===== config.mk =====
export PLATFORM = sky130hd
export DESIGN_NAME = isfe_seq
export DESIGN_NICKNAME = d
export VERILOG_FILES = /design/src/hw/rtl/isfe_pkg.sv /design/src/hw/rtl/isfe_seq.sv
export SDC_FILE = /design/constraint.sdc
export NUM_CORES = 1
export LEC_CHECK = 0
export ABC_CLOCK_PERIOD_IN_PS = 2400
export BUFFER_PORTS_ARGS = -buffer_cell sky130_fd_sc_hd__buf_2
export CORE_ASPECT_RATIO = 0.6
export CORE_UTILIZATION = 40
export CTS_CLUSTER_SIZE = 8
export DETAILED_ROUTE_END_ITERATION = 12
export GPL_ROUTABILITY_DRIVEN = 0
export GPL_TIMING_DRIVEN = 0
export PLACE_DENSITY_LB_ADDON = 0.2
export SYNTH_ARGS = -nofsm -noshare
export SYNTH_HDL_FRONTEND = slang
export SYNTH_SLANG_ARGS = --single-unit

===== constraint.sdc =====
create_clock -name clk -period 2.4 [get_ports clk]
set_input_delay 0.36 -clock clk [delete_from_list [all_inputs] [get_ports clk]]
set_output_delay 0.36 -clock clk [all_outputs]
set_load 0.03 [all_outputs]

===== src/hw/rtl/isfe_pkg.sv =====
// ----------------------------------------------------------------------------
// isfe_pkg
// Shared types, constants and fixed-point helpers of the serendipity shape
// function evaluator.
// ----------------------------------------------------------------------------
package isfe_pkg;

	localparam int FRAC = 16;
	localparam int CW   = FRAC + 2;
	localparam int IW   = FRAC + 9;
	localparam int PW   = 2 * IW;

	localparam int S_TDATA_W = 56;
	localparam int M_TDATA_W = 24;

	typedef logic signed [CW-1:0] coord_t;
	typedef logic signed [IW-1:0] fx_t;

	localparam fx_t ONE = fx_t'(1) <<< FRAC;

	localparam logic [2:0] KIND_QUAD8  = 3'd0;
	localparam logic [2:0] KIND_QUAD12 = 3'd1;
	localparam logic [2:0] KIND_HEX8   = 3'd2;
	localparam logic [2:0] KIND_HEX20  = 3'd3;
	localparam logic [2:0] KIND_LAYER  = 3'd4;

	// corner sign tables, bit i set means the minus side
	localparam logic [7:0] CORNER_R = 8'b0110_0110;
	localparam logic [7:0] CORNER_S = 8'b1100_1100;
	localparam logic [7:0] CORNER_T = 8'b1111_0000;

	typedef struct packed {
		logic [2:0] kind;
		logic [4:0] node;
		logic       last;
		coord_t     r;
		coord_t     s;
		coord_t     t;
	} issue_t;

	typedef struct packed {
		logic [2:0] kind;
		logic [4:0] node;
		logic       last;
	} ctl_t;

	function automatic logic [4:0] node_count(input logic [2:0] kind);
		logic [4:0] n;
		case (kind)
			KIND_QUAD8:  n = 5'd8;
			KIND_QUAD12: n = 5'd12;
			KIND_HEX8:   n = 5'd8;
			KIND_HEX20:  n = 5'd20;
			KIND_LAYER:  n = 5'd16;
			default:     n = 5'd0;
		endcase
		return n;
	endfunction

	function automatic coord_t clamp(input coord_t v);
		coord_t one_c;
		coord_t res;
		one_c = coord_t'(1) <<< FRAC;
		if (v > one_c) begin
			res = one_c;
		end else if (v < -one_c) begin
			res = -one_c;
		end else begin
			res = v;
		end
		return res;
	endfunction

	// product rounded to nearest, ties away from zero
	function automatic fx_t qmul(input fx_t a, input fx_t b);
		logic signed [PW-1:0] p;
		logic [PW-1:0] m;
		logic [PW-1:0] rr;
		p  = PW'(a) * PW'(b);
		m  = p[PW-1] ? PW'(-p) : PW'(p);
		rr = (m + (PW'(1) << (FRAC - 1))) >> FRAC;
		return p[PW-1] ? -fx_t'(rr[IW-1:0]) : fx_t'(rr[IW-1:0]);
	endfunction

	function automatic fx_t rdiv(input fx_t a, input logic [2:0] k);
		logic [IW-1:0] m;
		logic [IW-1:0] rr;
		m  = a[IW-1] ? IW'(-a) : IW'(a);
		rr = (m + (IW'(1) << (k - 3'd1))) >> k;
		return a[IW-1] ? -fx_t'(rr) : fx_t'(rr);
	endfunction

	function automatic fx_t sgn(input fx_t a, input logic neg);
		return neg ? -a : a;
	endfunction

	function automatic coord_t sat(input fx_t a);
		coord_t res;
		if (a > fx_t'({1'b0, {(CW-1){1'b1}}})) begin
			res = {1'b0, {(CW-1){1'b1}}};
		end else if (a < -fx_t'({1'b1, {(CW-1){1'b0}}})) begin
			res = {1'b1, {(CW-1){1'b0}}};
		end else begin
			res = a[CW-1:0];
		end
		return res;
	endfunction

endpackage


===== src/hw/rtl/isfe_seq.sv =====
// ----------------------------------------------------------------------------
// isfe_seq
// Takes input transactions and the element kind, then issues one node per
// cycle into the evaluation pipeline while the pipeline advances (adv).
// ----------------------------------------------------------------------------
module isfe_seq import isfe_pkg::*; (
	input  logic                 clk,
	input  logic                 arst_n,
	input  logic                 adv,
	input  logic                 s_tvalid,
	output logic                 s_tready,
	input  logic [S_TDATA_W-1:0] s_tdata,
	input  logic                 cfg_valid,
	output logic                 cfg_ready,
	input  logic [2:0]           cfg_data,
	output logic                 iss_valid,
	output issue_t               iss
);

	logic [2:0] kind_q;
	logic       busy_q;
	logic [4:0] node_q;
	logic [4:0] cnt_q;
	logic [2:0] ikind_q;
	coord_t     r_q;
	coord_t     s_q;
	coord_t     t_q;
	logic       at_end;

	assign cfg_ready = 1'b1;
	assign at_end    = (node_q == cnt_q - 5'd1);
	assign s_tready  = adv && (!busy_q || at_end);

	always_ff @(posedge clk or negedge arst_n) begin
		if (!arst_n) begin
			kind_q <= KIND_QUAD8;
		end else if (cfg_valid) begin
			kind_q <= cfg_data;
		end
	end

	always_ff @(posedge clk or negedge arst_n) begin
		if (!arst_n) begin
			busy_q <= 1'b0;
			node_q <= '0;
			cnt_q  <= '0;
		end else if (adv) begin
			if (busy_q && !at_end) begin
				node_q <= node_q + 5'd1;
			end else if (s_tvalid) begin
				busy_q <= (node_count(kind_q) != 5'd0);
				cnt_q  <= node_count(kind_q);
				node_q <= '0;
			end else begin
				busy_q <= 1'b0;
			end
		end
	end

	always_ff @(posedge clk) begin
		if (s_tvalid && s_tready) begin
			ikind_q <= kind_q;
			r_q     <= clamp(s_tdata[CW-1:0]);
			s_q     <= clamp(s_tdata[2*CW-1:CW]);
			t_q     <= clamp(s_tdata[3*CW-1:2*CW]);
		end
	end

	assign iss_valid = busy_q;
	assign iss.kind  = ikind_q;
	assign iss.node  = node_q;
	assign iss.last  = at_end;
	assign iss.r     = r_q;
	assign iss.s     = s_q;
	assign iss.t     = t_q;

endmodule


**After elaboration in Yosys (flattened, before gate mapping)**

Cells that the tools add are included.

- Register bits: 71
- Bits of input ports: 64
- Output and inout port bits: 66
- Word-level logic and storage cells: 51

- Add/subtract/negate cells: 2
- Order comparisons: 6
- Equality and inequality tests: 5
- Mux-type cells: 10
- Bitwise operators: 1
- Reduce and logical (&&, ||, !) cells: 16

Operators by type and width:

| operator | number |
|---|---|
| $gt 18x18->1 const B | 3 |
| $lt 18x17->1 const B | 3 |
| $mux 18 | 3 |
| $mux 5 | 5 |
| $pmux 5 s4 | 1 |
| $reduce_or 2->1 | 4 |
| $eq 3x2->1 const B | 2 |
| $add 5x1->5 const B | 1 |
| $eq 5x5->1 | 1 |
| $reduce_bool 5->1 | 1 |
| $sub 5x1->5 const B | 1 |
| $reduce_and 2->1 | 2 |
| $eq 3x1->1 const B | 1 |
| $eq 3x3->1 const B | 1 |
| $logic_and 1x1->1 | 3 |
| $logic_not 3->1 | 1 |
| $reduce_and 3->1 | 1 |
| $logic_not 1->1 | 2 |
| $reduce_bool 2->1 | 1 |
| $logic_or 1x1->1 | 1 |
| $mux 1 | 1 |
| $not 1->1 | 1 |

**Logic depth before layout (Yosys ltp)**

- Depth after elaboration: 8
- Gate-level depth with buffers: 6
- Gate-level depth less buffers: 6

**Least setup slack after synthesis**

OpenSTA, ideal clock, no wires.

- Path kind: register -> register
- From: register node_q[4]
- To: register cnt_q[2]
- Setup time: 0.125 ns
- Data arrival time: 2.493 ns
- Required time: 2.275 ns
- Slack: -0.218 ns
- Cell stages (with the launch flop): 5
- Path buffers: 0
- Period minus slack after synthesis: 2.618 ns
- Path through: dfrtp_1 -> xnor3_1 -> a41oi_4 -> nor2_4 -> mux2_4

- Word-level cells in the longest chain between the ends: 5

RTL lines:

| item | line | text |
|---|---|---|
| start, declared | isfe_seq.sv:22 | `logic [4:0] node_q;` |
| start signal, assigned | isfe_seq.sv:49 | `node_q <= node_q + 5'd1;` |
| $eq 5x5->1 | isfe_seq.sv:31 | `assign at_end = (node_q == cnt_q - 5'd1);` |
| $logic_not 1->1 | isfe_seq.sv:48 | `if (busy_q && !at_end) begin` |
| $logic_and 1x1->1 | isfe_seq.sv:48 |  |
| $not 1->1 (no line) | -- |  |
| $reduce_and 3->1 (no line) | -- |  |
| end signal, assigned | isfe_seq.sv:52 | `cnt_q <= node_count(kind_q);` |
| end, declared | isfe_seq.sv:23 | `logic [4:0] cnt_q;` |

No other way between the ends.
A chain may end at the register's enable or synchronous reset.

**Worst setup path after layout**

- From: register cnt_q[3]
- To: output s_tready

- Word-level cells in the longest chain between the ends: 4

RTL lines:

| item | line | text |
|---|---|---|
| $sub 5x1->5 | isfe_seq.sv:31 |  |
| $eq 5x5->1 | isfe_seq.sv:31 |  |
| $logic_or 1x1->1 | isfe_seq.sv:32 | `assign s_tready = adv && (!busy_q \|\| at_end);` |
| $logic_and 1x1->1 | isfe_seq.sv:32 |  |
| end, declared | isfe_seq.sv:11 | `output logic s_tready,` |

No other way between the ends.

==> run metrics <==
worst-path fanout max=4; area delta synth->final=39.2%; vias per cell=4.76; Setup Viol. Count Final=0; EDFF count, synth=57; min-delay src=cfg_data[1]; Synth top area share=59.3%; top_reg_cell synth=edfxtp_1; Die X=112 um; FF-to-FF Start=cnt_q[2]; nature of the critical path startpoint=flip-flop; Slew @ Worst Pin=494 ps; cell area power density=1050 mW/mm^2; fmax=0.432 GHz; number of buffers added on ports=125; Pre-antenna DRT Iters=8; Synth Instances=193; core region area=0.00682 mm^2; Hold WC Path Type=in -> reg; final worst path period need=2310 ps; H-Tree Depth=3; Mapped Area=0.00289 mm^2; Root Buffer Master=clkbuf_16; clk sinks=69; Num CTS Buffers=9; wirelength, routed=6270 um; r2r endpoint=s_q[9]; R2R depth=6; DR WL/cell=14.6 um; clock buffer depth=2; top post-synthesis cells by area=edfxtp_1 59%, and2_1 10%, dfrtp_1 10%; Synth Register Bits=69; CTS tree=done; clock skew=7.55 ps; Ports=130; Final ANT Viol Nets=0; initial DRC count=139; # diodes=0; peak supply drop=0.562 mV; count leader, synth=edfxtp_1; share of layout cells above drive strength 1=49.1%; mean post-synth cell area=14.9 um^2; Setup CP Type=reg -> out; Setup crit end=s_tready; number of max-cap violations=0; synth cell count leaders=57 x edfxtp_1, 48 x and2_1, 12 x dfrtp_1, 12 x nor4_1, 6 x clkbuf_1; clk slew on worst S/H paths=60 ps; sequential area share after synthesis=69.7%; CP Capture Type=output port; Core Util, Final=58.9%; Fin. Hold Viols=0; final setup margin=87.0 ps; final max-slew violation count=0; Distinct cells, synth=35; Ys Warns=0; num rows=23; Critical Path RT=2040 ps; crit path from=cnt_q[3]; flop-to-flop setup slack=270 ps; crit share post-route=96.4%; detailed-route via count=2044; RSZ-0062 raised after global routing=false; Synth area leader=edfxtp_1; slew margin rel.=66.7%; fill count=572; syn nets=259; CP arrival=1950 ps; first-pass GRT wire length=9960 um; GRT overflow=0; Die H=67.8 um; failing checks=DRC; DRC viols=9; Async S/R FF share, synth=17.4%; worst slack at placement=-368 ps; clk_lat worst skew=320 ps; Hold WS=263 ps; Global Route Usage Sum=18.1%; Pleak=1.68 nW; Final Net Count=403; status=finished, violations left; largest net degree at the start of global routing=31; initial core utilization=42.3%; dpl hpwl=4540 um; Die ar.=0.00757 mm^2; vias in the first global route=1981; initial antenna violation count=0
[layer usage]
layer  up-vias  GRT usage, %  part of all wire [%]
met5         -             0                     0
met4         0          6.76                   1.0
met3         7          9.16                    11
met2        92          27.3                    43
met1       943          22.5                    46
li1       1002             -                     -
[cell usage in the layout, fill, tap and decap left out, types with 2 or more instances in the layout]
cell type	instances
buf_2	126
edfxtp_1	57
and2_1	48
nor4_1	12
dfrtp_1	12
clkbuf_16	9
clkbuf_1	7
buf_4	7
inv_1	4
o21ai_0	4
a22o_2	4
nand2_1	3
a41oi_1	3
mux2i_1	3
mux2_2	3
a21oi_1	3
nand3_1	3
or2_2	3
nor2_4	2
nor2b_1	2
mux2_4	2
clkinv_1	2
clkinv_2	2
bufinv_16	2
[worst min-delay path by stage]
stage                            to  slack, ps  depth (start not counted)
after floorplan            cnt_q[2]         60                          0
after global placement    node_q[2]        260                          1
after detailed placement  node_q[2]        260                          1
after CTS                 kind_q[1]        250                          2
after global routing      kind_q[0]        250                          2
final                     kind_q[1]        260                          2
[logic make-up after synthesis]
kind of cell / synth area share [%]
xor+xnor: 1.39
fa+ha+maj: 0.867
mux: 3.25
buf+inv: 1.99
compound gates: 5.90
other cells: 0.130
simple gates: 16.7
flops: 69.7
[state kept, by name, summed over array words and instances (netlist names)]
name / flops
t_q: 18
kind_q: 3
node_q: 5
r_q: 18
s_q: 18
ikind_q: 3
iss_valid: 1
cnt_q: 3
[worst max-delay path, cell delays in order, from the launching register on]
cell and delay, ps:
dfrtp_1 400, inv_1 80, ha_2 280, xor2_2 170, a41oi_4 280, and2b_2 250
buf_2 170
[power breakdown]
group	switching, mW	internal (mW)
combinational	0.753	0.488
sequential	0.115	1.52
clock	0.462	0.898
total	1.33	2.90
[per-stage QoR]
stage	power, mW	instance area, um^2	TNS, ps	cells
2_1_floorplan	2.47	2900	-4930	193
3_3_place_gp	2.78	3630	-32110	405
3_5_place_dp	2.82	3650	-7930	406
4_1_cts	4.24	3990	0	426
5_1_grt	4.44	4020	0	429
6_report	4.23	4020	0	429
[cell type report]
| type | count | area (um^2) | share of cell area [%] |
|---|---|---|---|
| plain buffers | 9 | 42.5 | 1.06 |
| clock buffers | 10 | 229 | 5.70 |
| clock inverters | 6 | 77.6 | 1.93 |
| inverters | 4 | 15.0 | 0.374 |
| multi-input cells | 112 | 837 | 20.8 |
| flip-flops and latches | 69 | 2010 | 50.1 |
| well taps | 87 | 109 | 2.71 |
| repair buffers | 132 | 693 | 17.3 |
[what timing repair did]
action,CTS,global route
setup buffers,2,3
cloned,1,0
hold buffers,1,0
pin swaps,3,2
resized for setup,1,0
hold endpoints to repair,12,0
setup endpoints to repair,60,3
No activity file was read; power rests on OpenSTA's default activity.
